`config.mk`:
```
export PLATFORM = sky130hd
export DESIGN_NAME = expiring_credit_edf_pool_core_flat
export DESIGN_NICKNAME = d
export VERILOG_FILES = /design/src/hw/rtl/ecep_pkg.sv /design/src/hw/rtl/ecep_if.sv /design/src/hw/rtl/ecep_mem.sv /design/src/hw/rtl/ecep_cmp.sv /design/src/hw/rtl/expiring_credit_edf_pool_core.sv /design/src/flat_wrapper.sv
export SDC_FILE = /design/constraint.sdc
export NUM_CORES = 2
export LEC_CHECK = 0
export BUFFER_PORTS_ARGS = -buffer_cell sky130_fd_sc_hd__buf_2
export CORE_MARGIN = 10
export CORE_UTILIZATION = 50
export DETAILED_ROUTE_END_ITERATION = 8
export GPL_ROUTABILITY_DRIVEN = 0
export GPL_TIMING_DRIVEN = 0
export PLACE_DENSITY = 0.65
export SETUP_SLACK_MARGIN = 0.3
export SLEW_MARGIN = 20
export SYNTH_ARGS = -nofsm -noshare
export SYNTH_HDL_FRONTEND = slang
export SYNTH_SLANG_ARGS = --single-unit
```
`constraint.sdc`:
```
create_clock -name clock -period 19 [get_ports clock]
set_input_delay 0 -clock clock [delete_from_list [all_inputs] [get_ports clock]]
set_output_delay 0 -clock clock [all_outputs]
set_load 0.1 [all_outputs]
```
`src/hw/rtl/ecep_pkg.sv`:
```
`timescale 1ns / 1ps

package ecep_pkg;

   localparam int CNT_W  = 16;
   localparam int LIFE_W = 16;
   localparam int EXP_W  = 32;
   localparam int TOT_W  = 32;

   // one stored batch
   typedef struct packed {
      logic [EXP_W-1:0] expiry;
      logic [CNT_W-1:0] remaining;
   } slot_type;

   // operands of the shared compare unit
   typedef struct packed {
      logic [EXP_W-1:0] expiry;
      logic [CNT_W-1:0] remaining;
      logic [EXP_W-1:0] now;
      logic [EXP_W-1:0] best_exp;
      logic             found;
   } cmp_in_type;

   // compare unit flags
   typedef struct packed {
      logic live;
      logic earlier;
      logic same;
   } cmp_res_type;

endpackage

```
`src/hw/rtl/ecep_if.sv`:
```
`timescale 1ns / 1ps

interface ecep_req_if import ecep_pkg::*; ();
   logic              valid;
   logic              ready;
   logic [CNT_W-1:0]  add_count;
   logic [LIFE_W-1:0] add_lifetime;

   modport source (output valid, output add_count, output add_lifetime, input ready);
   modport sink (input valid, input add_count, input add_lifetime, output ready);
endinterface

interface ecep_rsp_if import ecep_pkg::*; ();
   logic             valid;
   logic             ready;
   logic             consumed;
   logic [TOT_W-1:0] total_consumed;
   logic             pool_empty;
   logic             batch_dropped;

   modport source (output valid, output consumed, output total_consumed,
                   output pool_empty, output batch_dropped, input ready);
   modport sink (input valid, input consumed, input total_consumed,
                 input pool_empty, input batch_dropped, output ready);
endinterface

```
`src/hw/rtl/ecep_mem.sv`:
```
`timescale 1ns / 1ps

module ecep_mem import ecep_pkg::*; #(
   parameter int DEPTH = 64,
   parameter int AW    = 6
) (
   input  logic          clock,
   input  logic          wr_en,
   input  logic [AW-1:0] wr_addr,
   input  slot_type      wr_data,
   input  logic          rd_en,
   input  logic [AW-1:0] rd_addr,
   output slot_type      rd_data
);

   slot_type mem [DEPTH];
   slot_type rd_data_ff;

   always_ff @(posedge clock) begin
      if (wr_en) begin
         mem[wr_addr] <= wr_data;
      end
      if (rd_en) begin
         rd_data_ff <= mem[rd_addr];
      end
   end

   assign rd_data = rd_data_ff;

endmodule

```
`src/hw/rtl/ecep_cmp.sv`:
```
`timescale 1ns / 1ps

module ecep_cmp import ecep_pkg::*; (
   input  cmp_in_type  cmp_in,
   output cmp_res_type cmp_res
);

   // live: units left and deadline still ahead
   assign cmp_res.live    = (cmp_in.remaining != '0) && (cmp_in.expiry > cmp_in.now);
   assign cmp_res.earlier = !cmp_in.found || (cmp_in.expiry < cmp_in.best_exp);
   assign cmp_res.same    = cmp_in.found && (cmp_in.expiry == cmp_in.best_exp);

endmodule

```
`src/hw/rtl/expiring_credit_edf_pool_core.sv`:
```
`timescale 1ns / 1ps

// channel   | dir | payload                                           | transaction
// req_chan  | in  | add_count, add_lifetime                           | one tick
// rsp_chan  | out | consumed, total_consumed, pool_empty, batch_dropped | one result per tick
//
// a tick scans the slots below hwm, then inserts, consumes and posts its result; hwm
// being the number of slots ever used (at most POOL_DEPTH); the single read port of the
// slot memory walks them one per cycle through the shared compare unit
// reset is synchronous and clears control state and the high-water mark, not the memory
// a finished result waits in the output register while the next tick is accepted;
// the sequencer only stalls when a second result is ready before the first is taken

module expiring_credit_edf_pool_core import ecep_pkg::*; #(
   parameter int POOL_DEPTH = 64
) (
   input  logic       clock,
   input  logic       reset,
   ecep_req_if.sink   req_chan,
   ecep_rsp_if.source rsp_chan
);

   localparam int IW = $clog2(POOL_DEPTH);
   localparam int CW = $clog2(POOL_DEPTH + 1);
   localparam logic [CW-1:0] DEPTH_C = CW'(POOL_DEPTH);

   typedef enum logic [2:0] {
      S_IDLE,
      S_SCAN,
      S_INSERT,
      S_CONSUME,
      S_DONE
   } state_type;

   state_type state_ff, state_in;

   // slot bookkeeping
   logic [CW-1:0]    hwm_ff, hwm_in;          // slots at or above never written
   logic [CW-1:0]    live_cnt_ff, live_cnt_in;
   logic [EXP_W-1:0] tick_ff, tick_in;
   logic [TOT_W-1:0] total_ff, total_in;

   // current tick
   logic [CNT_W-1:0] count_ff, count_in;
   logic [EXP_W-1:0] exp_ff, exp_in;

   // scan pipeline
   logic [CW-1:0] issue_ff, issue_in;
   logic          rd_vld_ff, rd_vld_in;
   logic [IW-1:0] rd_idx_ff, rd_idx_in;

   // scan results
   logic             found_ff, found_in;
   logic [IW-1:0]    best_idx_ff, best_idx_in;
   logic [EXP_W-1:0] best_exp_ff, best_exp_in;
   logic [CNT_W-1:0] best_rem_ff, best_rem_in;
   logic             free_found_ff, free_found_in;
   logic [IW-1:0]    free_idx_ff, free_idx_in;
   logic             took_ff, took_in;
   logic             dropped_ff, dropped_in;

   // output register
   logic             rsp_valid_ff, rsp_valid_in;
   logic             rsp_consumed_ff, rsp_consumed_in;
   logic [TOT_W-1:0] rsp_total_ff, rsp_total_in;
   logic             rsp_empty_ff, rsp_empty_in;
   logic             rsp_dropped_ff, rsp_dropped_in;

   // memory and compare unit hookup
   logic          mem_we, mem_re;
   logic [IW-1:0] mem_waddr;
   slot_type      mem_wdata, mem_rdata;
   cmp_in_type    cmp_in;
   cmp_res_type   cmp_res;

   logic [EXP_W:0] exp_sum;
   logic [IW-1:0]  slot_idx;
   logic           have_slot;

   ecep_mem #(
      .DEPTH (POOL_DEPTH),
      .AW    (IW)
   ) u_mem (
      .clock   (clock),
      .wr_en   (mem_we),
      .wr_addr (mem_waddr),
      .wr_data (mem_wdata),
      .rd_en   (mem_re),
      .rd_addr (issue_ff[IW-1:0]),
      .rd_data (mem_rdata)
   );

   ecep_cmp u_cmp (
      .cmp_in  (cmp_in),
      .cmp_res (cmp_res)
   );

   // compare unit sees the scanned slot, or the arriving batch while inserting
   always_comb begin
      cmp_in.now      = tick_ff;
      cmp_in.best_exp = best_exp_ff;
      cmp_in.found    = found_ff;
      if (state_ff == S_INSERT) begin
         cmp_in.expiry    = exp_ff;
         cmp_in.remaining = count_ff;
      end else begin
         cmp_in.expiry    = mem_rdata.expiry;
         cmp_in.remaining = mem_rdata.remaining;
      end
   end

   // expiry of the arriving batch, saturating at the top of the range
   assign exp_sum = {1'b0, tick_ff} + {{(EXP_W + 1 - LIFE_W){1'b0}}, req_chan.add_lifetime};

   // lowest free slot, else the first never used one
   assign slot_idx  = free_found_ff ? free_idx_ff : hwm_ff[IW-1:0];
   assign have_slot = free_found_ff || (hwm_ff != DEPTH_C);

   assign req_chan.ready = (state_ff == S_IDLE);

   always_comb begin
      state_in        = state_ff;
      hwm_in          = hwm_ff;
      live_cnt_in     = live_cnt_ff;
      tick_in         = tick_ff;
      total_in        = total_ff;
      count_in        = count_ff;
      exp_in          = exp_ff;
      issue_in        = issue_ff;
      rd_vld_in       = rd_vld_ff;
      rd_idx_in       = rd_idx_ff;
      found_in        = found_ff;
      best_idx_in     = best_idx_ff;
      best_exp_in     = best_exp_ff;
      best_rem_in     = best_rem_ff;
      free_found_in   = free_found_ff;
      free_idx_in     = free_idx_ff;
      took_in         = took_ff;
      dropped_in      = dropped_ff;
      rsp_valid_in    = rsp_valid_ff;
      rsp_consumed_in = rsp_consumed_ff;
      rsp_total_in    = rsp_total_ff;
      rsp_empty_in    = rsp_empty_ff;
      rsp_dropped_in  = rsp_dropped_ff;
      mem_we          = 1'b0;
      mem_re          = 1'b0;
      mem_waddr       = slot_idx;
      mem_wdata       = '{expiry: exp_ff, remaining: count_ff};

      // result taken downstream
      if (rsp_valid_ff && rsp_chan.ready) begin
         rsp_valid_in = 1'b0;
      end

      case (state_ff)
         S_IDLE: begin
            if (req_chan.valid) begin
               count_in      = req_chan.add_count;
               exp_in        = exp_sum[EXP_W] ? '1 : exp_sum[EXP_W-1:0];
               issue_in      = '0;
               rd_vld_in     = 1'b0;
               found_in      = 1'b0;
               free_found_in = 1'b0;
               live_cnt_in   = '0;
               state_in      = S_SCAN;
            end
         end
         S_SCAN: begin
            // issue one read per cycle; the memory registers its read data
            rd_vld_in = 1'b0;
            if (issue_ff != hwm_ff) begin
               mem_re    = 1'b1;
               rd_vld_in = 1'b1;
               rd_idx_in = issue_ff[IW-1:0];
               issue_in  = issue_ff + 1'b1;
            end
            if (rd_vld_ff) begin
               if (cmp_res.live) begin
                  live_cnt_in = live_cnt_ff + 1'b1;
                  // strict compare keeps the lowest index on equal expiries
                  if (cmp_res.earlier) begin
                     found_in    = 1'b1;
                     best_idx_in = rd_idx_ff;
                     best_exp_in = mem_rdata.expiry;
                     best_rem_in = mem_rdata.remaining;
                  end
               end else if (!free_found_ff) begin
                  free_found_in = 1'b1;
                  free_idx_in   = rd_idx_ff;
               end
            end
            if ((issue_ff == hwm_ff) && !rd_vld_ff) begin
               state_in = S_INSERT;
            end
         end
         S_INSERT: begin
            dropped_in = 1'b0;
            // nonzero count and expiry still ahead
            if (cmp_res.live) begin
               if (have_slot) begin
                  mem_we      = 1'b1;
                  live_cnt_in = live_cnt_ff + 1'b1;
                  if (!free_found_ff) begin
                     hwm_in = hwm_ff + 1'b1;
                  end
                  if (cmp_res.earlier || (cmp_res.same && (slot_idx < best_idx_ff))) begin
                     found_in    = 1'b1;
                     best_idx_in = slot_idx;
                     best_exp_in = exp_ff;
                     best_rem_in = count_ff;
                  end
               end else begin
                  dropped_in = 1'b1;
               end
            end
            state_in = S_CONSUME;
         end
         S_CONSUME: begin
            took_in = found_ff;
            if (found_ff) begin
               mem_we    = 1'b1;
               mem_waddr = best_idx_ff;
               mem_wdata = '{expiry: best_exp_ff, remaining: best_rem_ff - 1'b1};
               // last unit retires the batch
               if (best_rem_ff == CNT_W'(1)) begin
                  live_cnt_in = live_cnt_ff - 1'b1;
               end
               if (total_ff != '1) begin
                  total_in = total_ff + 1'b1;
               end
            end
            if (tick_ff != '1) begin
               tick_in = tick_ff + 1'b1;
            end
            state_in = S_DONE;
         end
         S_DONE: begin
            if (!rsp_valid_ff || rsp_chan.ready) begin
               rsp_valid_in    = 1'b1;
               rsp_consumed_in = took_ff;
               rsp_total_in    = total_ff;
               rsp_empty_in    = (live_cnt_ff == '0);
               rsp_dropped_in  = dropped_ff;
               state_in        = S_IDLE;
            end
         end
         default: begin
            state_in = S_IDLE;
         end
      endcase
   end

   always_ff @(posedge clock) begin
      if (reset) begin
         state_ff     <= S_IDLE;
         hwm_ff       <= '0;
         live_cnt_ff  <= '0;
         tick_ff      <= '0;
         total_ff     <= '0;
         rd_vld_ff    <= 1'b0;
         rsp_valid_ff <= 1'b0;
      end else begin
         state_ff     <= state_in;
         hwm_ff       <= hwm_in;
         live_cnt_ff  <= live_cnt_in;
         tick_ff      <= tick_in;
         total_ff     <= total_in;
         rd_vld_ff    <= rd_vld_in;
         rsp_valid_ff <= rsp_valid_in;
      end
      count_ff        <= count_in;
      exp_ff          <= exp_in;
      issue_ff        <= issue_in;
      rd_idx_ff       <= rd_idx_in;
      found_ff        <= found_in;
      best_idx_ff     <= best_idx_in;
      best_exp_ff     <= best_exp_in;
      best_rem_ff     <= best_rem_in;
      free_found_ff   <= free_found_in;
      free_idx_ff     <= free_idx_in;
      took_ff         <= took_in;
      dropped_ff      <= dropped_in;
      rsp_consumed_ff <= rsp_consumed_in;
      rsp_total_ff    <= rsp_total_in;
      rsp_empty_ff    <= rsp_empty_in;
      rsp_dropped_ff  <= rsp_dropped_in;
   end

   assign rsp_chan.valid          = rsp_valid_ff;
   assign rsp_chan.consumed       = rsp_consumed_ff;
   assign rsp_chan.total_consumed = rsp_total_ff;
   assign rsp_chan.pool_empty     = rsp_empty_ff;
   assign rsp_chan.batch_dropped  = rsp_dropped_ff;

   // high-water mark never passes the store depth
   a_hwm_bound: assert property (@(posedge clock) disable iff (reset)
      hwm_ff <= DEPTH_C)
      else $error("high-water mark beyond pool depth");

   // live batch count never exceeds the high-water mark between ticks
   a_live_bound: assert property (@(posedge clock) disable iff (reset)
      (state_ff == S_IDLE) |-> (live_cnt_ff <= hwm_ff))
      else $error("live count above high-water mark");

   // a dropped batch means every slot has been used
   a_drop_full: assert property (@(posedge clock) disable iff (reset)
      (rsp_chan.valid && rsp_chan.batch_dropped) |-> (hwm_ff == DEPTH_C))
      else $error("batch dropped while slots remain");

   // nothing consumed means nothing was live
   a_idle_empty: assert property (@(posedge clock) disable iff (reset)
      (rsp_chan.valid && !rsp_chan.consumed) |-> rsp_chan.pool_empty)
      else $error("pool not empty although nothing consumed");

endmodule
```
`src/flat_wrapper.sv`:
```
// flat-port wrapper written by rule: the top's interface ports become plain ports
module expiring_credit_edf_pool_core_flat import ecep_pkg::*;
#(
   parameter int POOL_DEPTH = 64
)
  (clock, reset, req_chan_valid, req_chan_add_count, req_chan_add_lifetime, req_chan_ready, rsp_chan_valid, rsp_chan_consumed, rsp_chan_total_consumed, rsp_chan_pool_empty, rsp_chan_batch_dropped, rsp_chan_ready);
  ecep_req_if req_chan_i ();
  ecep_rsp_if rsp_chan_i ();
  input  logic clock;
  input  logic reset;
  input wire logic [$bits(req_chan_i.valid)-1:0] req_chan_valid;
  input wire logic [$bits(req_chan_i.add_count)-1:0] req_chan_add_count;
  input wire logic [$bits(req_chan_i.add_lifetime)-1:0] req_chan_add_lifetime;
  output wire logic [$bits(req_chan_i.ready)-1:0] req_chan_ready;
  output wire logic [$bits(rsp_chan_i.valid)-1:0] rsp_chan_valid;
  output wire logic [$bits(rsp_chan_i.consumed)-1:0] rsp_chan_consumed;
  output wire logic [$bits(rsp_chan_i.total_consumed)-1:0] rsp_chan_total_consumed;
  output wire logic [$bits(rsp_chan_i.pool_empty)-1:0] rsp_chan_pool_empty;
  output wire logic [$bits(rsp_chan_i.batch_dropped)-1:0] rsp_chan_batch_dropped;
  input wire logic [$bits(rsp_chan_i.ready)-1:0] rsp_chan_ready;
  assign req_chan_i.valid = req_chan_valid;
  assign req_chan_i.add_count = req_chan_add_count;
  assign req_chan_i.add_lifetime = req_chan_add_lifetime;
  assign req_chan_ready = req_chan_i.ready;
  assign rsp_chan_valid = rsp_chan_i.valid;
  assign rsp_chan_consumed = rsp_chan_i.consumed;
  assign rsp_chan_total_consumed = rsp_chan_i.total_consumed;
  assign rsp_chan_pool_empty = rsp_chan_i.pool_empty;
  assign rsp_chan_batch_dropped = rsp_chan_i.batch_dropped;
  assign rsp_chan_i.ready = rsp_chan_ready;
  expiring_credit_edf_pool_core #(.POOL_DEPTH(POOL_DEPTH)) u_core (.clock(clock), .reset(reset), .req_chan(req_chan_i), .rsp_chan(rsp_chan_i));
endmodule
```
## Word-level counts from Yosys, hierarchy flattened

Memory sizes are Yosys's and may differ from the RTL's. A register that Yosys moved wholly into a read port is not among the register bits.
Index checks and enable logic that the tools add are counted.

- Muxes and demuxes: 65
- Reductions and logical operators: 33
- Equal/unequal tests: 24
- $add $sub $neg: 8
- Magnitude comparators: 3
- Bitwise logic cells: 2

Operator list:

| cell | count |
|---|---|
| 32-bit two-way mux | 6 |
| 48-bit two-way mux | 3 |
| 16-bit two-way mux | 6 |
| 32-bit by 1-bit adder with 32-bit output (second input constant) | 2 |
| 32-bit inequality test (second input constant) | 2 |
| 32-bit one-hot mux with 2 select lines | 1 |
| 7-bit two-way mux | 8 |
| 6-bit two-way mux | 9 |
| 32-bit by 16-bit adder with 33-bit output | 1 |
| 32-bit == test | 1 |
| 32-bit > comparator | 1 |
| 32-bit less-than comparator | 1 |
| 16-bit one-hot mux with 2 select lines | 1 |
| 7-bit one-hot mux with 4 select lines | 1 |
| 7-bit by 1-bit adder with 7-bit output (second input constant) | 3 |
| 1-bit two-way mux | 20 |
| 2-bit by 1-bit inequality test with 1-bit output (second input constant) | 10 |
| 16-bit by 1-bit == test with 1-bit output (second input constant) | 1 |
| 8-bit AND reduction | 2 |
| 16-bit nonzero test | 1 |
| 16-bit by 1-bit subtractor with 16-bit output (second input constant) | 1 |
| 3-bit one-hot mux with 5 select lines | 1 |
| 7-bit one-hot mux with 2 select lines | 1 |
| 6-bit one-hot mux with 2 select lines | 1 |
| 25 further kinds | 51 |

- Bits in writable memories: 3,072
- Output and inout port bits: 37
- Memories kept: 1
- Input bits: 36
- Register bits: 243
- Word-level logic and storage cells: 159

Memories:

| name | depth | bits a word | read ports | clocked after memory_dff | write ports | line | RTL |
|---|---|---|---|---|---|---|---|
| u_core.u_mem.mem | 64 | 48 | 1 | 1 | 1 | ecep_mem.sv:16 | `slot_type mem [DEPTH];` |

## Logic depth before layout (Yosys ltp)

- Word-level depth: 10
- Depth in mapped cells: 14
- Mapped depth without buffers: 11

## Hierarchy

From an unflattened synthesis, not the netlist that was laid out.

- Cell total of the unflattened synthesis: 6,622
- Area, all modules: 132,728.5 um2

By module, submodules not included:

| module | cells an instance | area an instance (um2) | sequential area each (um2) | times used |
|---|---|---|---|---|
| ecep_mem | 5,247 | 118,671.3 | 93,689.9 | 1 |
| expiring_credit_edf_pool_core | 1,141 | 12,413.2 | 6,466.2 | 1 |
| ecep_cmp | 234 | 1,644.1 | 0.0 | 1 |

## Worst setup path after synthesis

No wires, ideal clock.

- Kind: reg-to-reg
- Start point: reg u_core.state_ff[1]
- End point: reg u_core.best_exp_ff[0], enable pin
- Path slack: 11,294 ps
- Arrival time: 7,174 ps
- Required time: 18,467 ps
- Setup time: 533 ps
- Cell stages (with the launch flop): 13
- Buffers on the path: 3
- Clock period less this slack: 7,706 ps
- Path through: dfxtp_1 > buf_2 > nor3b_1 > clkbuf_1 > clkbuf_1 > mux2_2 > ha_1 > nand4_1 > or4_1 > a31oi_1 > o211ai_1 > a22o_1 > nor3_1

- Longest elaborated chain between the ends: 8
- Elaborated cells on any way between the ends: 20
- Those cells by class: order compare (2); eq/ne (9); mux (1); reduce/logical (8)

Ends and longest elaborated chain:

| item | line | RTL |
|---|---|---|
| start, declared | expiring_credit_edf_pool_core.sv:35 | `state_type state_ff, state_in;` |
| start signal, assigned | expiring_credit_edf_pool_core.sv:263 | `state_ff <= state_in;` |
| branches (longest 7 deep; another with 32-bit less-than comparator) | -- |  |
| 7-bit AND reduction (no source line) * | -- |  |
| end signal, assigned | expiring_credit_edf_pool_core.sv:277 | `best_exp_ff <= best_exp_in;` |
| end, declared | expiring_credit_edf_pool_core.sv:55 | `logic [EXP_W-1:0] best_exp_ff, best_exp_in;` |

Mark *: on every way between the ends.
A chain may end at the register's enable or synchronous reset.

## Worst setup path after layout

- Start point: reg u_core.state_ff[1]
- End point: mem u_core.u_mem.mem[54][47] (netlist name), enable pin

- Longest elaborated chain between the ends: 8
- Elaborated cells on any way between the ends: 11
- Those cells by class: order compare (1); eq/ne (2); mux (6); reduce/logical (2)

Ends and longest elaborated chain:

| item | line | RTL |
|---|---|---|
| 3-bit by 2-bit == test with 1-bit output | expiring_credit_edf_pool_core.sv:103, expiring_credit_edf_pool_core.sv:155 |  |
| 48-bit two-way mux | expiring_credit_edf_pool_core.sv:103 | `if (state_ff == S_INSERT) begin` |
| 32-bit > comparator / 16-bit nonzero test (equally long branches) | ecep_cmp.sv:9 | `assign cmp_res.live = (cmp_in.remaining != '0) && (cmp_in.expiry > cmp_in.now);` |
| 1-bit logical AND | ecep_cmp.sv:9 |  |
| 1-bit two-way mux | expiring_credit_edf_pool_core.sv:199 | `if (cmp_res.live) begin` |
| 1-bit one-hot mux with 2 select lines | expiring_credit_edf_pool_core.sv:155 | `case (state_ff)` |
| 1-bit two-way mux | ecep_mem.sv:20 | `if (wr_en) begin` |
| 1-bit two-way mux (implied by the code) | ecep_mem.sv:21 | `mem[wr_addr] <= wr_data;` |
| end, declared | ecep_mem.sv:16 |  |

Parallel ways exist; a longest one is shown, timed or not.

==> summary.md <==
| Metric | Value |
|---|---|
| Status | complete, no violations |
| Die H | 533 µm |
| Post-synth top area share | 74.9% |
| Cell Area, Synth | 131000 µm² |
| Synth area leader | edfxtp_1 |
| Unrepaired setup endpoints after global routing | no |
| Post-synth top flop | edfxtp_1 |
| Main area contributors after synthesis | edfxtp_1 75%, mux4_2 17%, dfxtp_1 1.3% |
| Least-Margin Pin Slew | 1.22 ns |
| Total power | 17.9 mW |
| Share of power burned in registers | 46.9% |
| DRC viols | 0 |
| CTS sink cnt | 3363 |
| First-pass GRT wire length | 494000 µm |
| Non-Filler Instances | 10400 |
| Async S/R FF share, synth | 0% |
| Switching Share | 25.2% |
| Worst R2R Path Depth | 19 |
| Register-to-register setup slack | 10.76 ns |
| Post-synth EDFFs | 3280 |
| Final wirelength | 348000 µm |
| Starting Density | 50.2% |
| Post_cts resized | 0 |
| Post-Place Cells | 9695 |
| Gr ovfl total | 0 |
| P_leak | 48.8 nW |
| Final hold viol count | 0 |
| Setup crit end kind | register |
| Max-Cap Viols | 0 |
| Layout area overhead | 18.2% |
| First DRT Iteration DRCs | 9129 |
| CP Launch Type | register |
| CP Max Fanout | 15 |
| Post-DP HPWL | 241000 µm |
| IO buf count | 71 |
| 1st-pass router iterations | 6 |
| Worst hold path class | in -> reg |
| Max rail drop VDD | 0.0811 mV |
| Total CTS buffers | 349 |
| PwrDens | 115 nW/µm² |
| Vias in the first global route | 66100 |
| Crit path from | u_core.state_ff[1] |
| Reg clk slew, reported paths | 0.06 ns |
| Die area | 284000 µm² |
| Clock network power share | 36.6% |
| Root buffer cell | clkbuf_16 |
| Final period utilization | 43.4% |
| Sequential fraction of the synthesis area | 76.2% |
| Largest net degree at the start of global routing | 47 |
| GRT Util Overall | 24.2% |
| Flops & latches, synth | 3363 |
| Cells after Synth | 5824 |
| CTS max path bufs | 4 |
| Rows | 188 |
| Worst EP arrival | 8.90 ns |
| Avg Cell Area, Syn | 22.6 µm² |
| Worst slew margin | 17.6% |
| Via count | 65500 |
| Gate power share | 16.4% |
| CP required | 19.66 ns |
| Placeable Area | 262000 µm² |
| Syn Nets | 5959 |
| Setup CP Type | reg -> reg |
| Reg2reg end | u_core.u_mem.mem[54][47] |
| Cell Area, Placed | 144000 µm² |
| Pre-CTS setup slack | 11.06 ns |
| Fraction of layout cells with a size suffix above 1 | 31.2% |
| Setup Skew | 0.0734 ns |
| Layout Nets | 6728 |
| IO Pins | 73 |
| Internal power | 13.4 mW |
| Count of cell types in the netlist | 70 |
| WHS Path Cells | 2 |
| Net Sw Power | 4.50 mW |
| WL/cell | 33.6 µm |
| Final instance area | 155000 µm² |
| Die X-Extent | 533 µm |
| H-tree Lvls | 5 |
| Setup TNS | 0 ns |
| Ys Warns | 0 |
| Max Fclk | 0.121 GHz |
| Post-route minimum period | 8.24 ns |
| Max-slew violations | 0 |
| Initial antenna violation count | 33 |
| Final setup violation count | 0 |
| TritonCTS clock tree | done |
| CP endpoint | u_core.u_mem.mem[54][47] |
| R2r startpoint | u_core.state_ff[1] |
| Setup ws final | 10.76 ns |
| Post-detailed-route count of antenna-violating nets | 0 |
| Drt via density | 6.31 |
| Clock latency on the worst-skew pair | 0.95 ns |
==> logic make-up after synthesis <==
group / count (synthesis) / share of synthesized area (%)
DFF: 3363 / 76.2
and+or+nand+nor: 559 / 2.00
AOI/OAI and AO/OA: 256 / 1.19
muxes: 1071 / 17.8
adders and majority gates: 99 / 0.954
xor gates and xnor gates: 97 / 0.646
buffers and inverters: 379 / 1.19
==> cell usage after synthesis (all sizes together), types with 3 or more instances <==
master / instances
or3: 14
a41oi: 3
o211ai: 18
nor2b: 15
o21a: 8
mux2i: 12
clkbuf: 170
xor2: 27
nand4: 28
a2111oi: 4
nand2: 151
edfxtp: 3280
nand3: 37
a31oi: 5
o21ai: 89
nand2b: 9
and4: 8
and2: 10
or2: 3
o2111ai: 4
dfxtp: 83
ha: 97
nor4: 25
nor3: 29
nor2: 191
nor4b: 3
o31ai: 5
a21o: 9
a31o: 4
a21boi: 3
or4: 9
inv: 105
buf: 104
mux4: 1008
nand3b: 5
a211oi: 7
xnor2: 70
a21oi: 75
and3: 16
mux2: 51
==> repair_timing <==
item | in CTS | in global routing
endpoints found under the hold margin | 115 | 0
endpoints found under the setup margin | 0 | 0
buffers inserted | 0 | 0
hold buffers | 62 | 0
==> how the worst min path moves through the flow <==
stage          slack (ns)              startpoint                   to
2_1_floorplan         0.1   req_chan_add_count[0]   u_core.count_ff[0]
3_3_place_gp         0.18  req_chan_add_count[13]  u_core.count_ff[13]
3_5_place_dp         0.18  req_chan_add_count[15]  u_core.count_ff[15]
4_1_cts              0.02   req_chan_add_count[0]   u_core.count_ff[0]
5_1_grt              0.02   req_chan_add_count[0]   u_core.count_ff[0]
6_report             0.05   req_chan_add_count[0]   u_core.count_ff[0]
==> state kept, by name, summed over array words and instances, names as in the netlist, 16 cells and up <==
name,cells
u_core.exp_ff,32
u_core.total_ff,32
u_core.best_rem_ff,16
u_core.rsp_chan.total_consumed,32
u_core.u_mem.rd_data,48
u_core.tick_ff,32
u_core.u_mem.mem,3072
u_core.best_exp_ff,32
u_core.count_ff,16
==> worst max-delay path: stages (launching register included) <==
cell,delay (ns)
dfxtp_1,0.30
buf_2,0.18
nor3b_1,1.01
clkbuf_1,0.87
clkbuf_1,0.86
mux2_2,0.47
ha_1,0.28
nand4_1,0.18
or4_1,0.69
nor4_1,0.50
nor2_1,0.23
o211a_1,0.17
clkbuf_1,0.25
o211ai_1,0.73
buf_4,0.31
buf_4,0.20
nor2_4,0.11
buf_16,0.25
buf_16,0.17
buf_16,0.17
==> power groups by stage <==
| stage | combinational [mW] | sequential [mW] | clock [mW] |
|---|---|---|---|
| after floorplan | 1.67 | 8.57 | 0 |
| after global placement | 2.68 | 8.63 | 0 |
| after detailed placement | 2.90 | 8.55 | 0 |
| after CTS | 2.93 | 8.39 | 6.63 |
| after global routing | 3.06 | 8.39 | 6.91 |
| final | 2.94 | 8.39 | 6.55 |
==> layout by cell type, fill, tap and decap left out, types with 17 or more instances in the layout <==
master / Yosys / routed
a21oi_1: 75 / 75
buf_1: 28 / 17
buf_12: 0 / 78
buf_16: 0 / 171
buf_2: 56 / 133
buf_4: 20 / 44
bufinv_16: 0 / 28
clkbuf_1: 170 / 204
clkbuf_16: 0 / 357
clkbuf_2: 0 / 44
clkinv_1: 0 / 66
clkinv_2: 0 / 67
dfxtp_1: 83 / 83
dlygate4sd3_1: 0 / 62
edfxtp_1: 3280 / 3280
ha_1: 97 / 97
inv_1: 104 / 103
mux2_2: 51 / 51
mux4_2: 1008 / 1008
nand2_1: 151 / 150
nand3_1: 37 / 35
nand4_1: 28 / 28
nor2_1: 191 / 126
nor2_4: 0 / 65
nor3_1: 29 / 28
nor4_1: 24 / 24
o211ai_1: 18 / 18
o21ai_0: 87 / 40
o21ai_4: 0 / 47
xnor2_1: 70 / 70
xor2_1: 27 / 27
==> layer usage <==
metal,up-vias,track usage (%),wire length [µm]
li1,26200,-,-
met1,35000,33.7,135000
met2,3474,38.7,168000
met3,691,5.29,33600
met4,14,7.52,11800
met5,-,0,92
==> final cells by class <==
type	count	area, µm²
clock buffer	432	9240
sequential	3363	100000
fill	18100	107000
buffer	274	1240
tap	3515	4400
antenna	13	32.5
clock inverter	176	1570
timing repair buffer	418	7600
multi-input combinational	2082	30700
inverter	105	397
==> per-stage QoR <==
step           util, %  hold slack (ns)
6_report          59.3           0.0478
5_1_grt           59.3           0.0228
4_1_cts           59.3           0.0215
3_5_place_dp      54.9            0.178
3_3_place_gp      52.0            0.179
2_1_floorplan        -           0.0989
(Power assumes the default switching activity.)
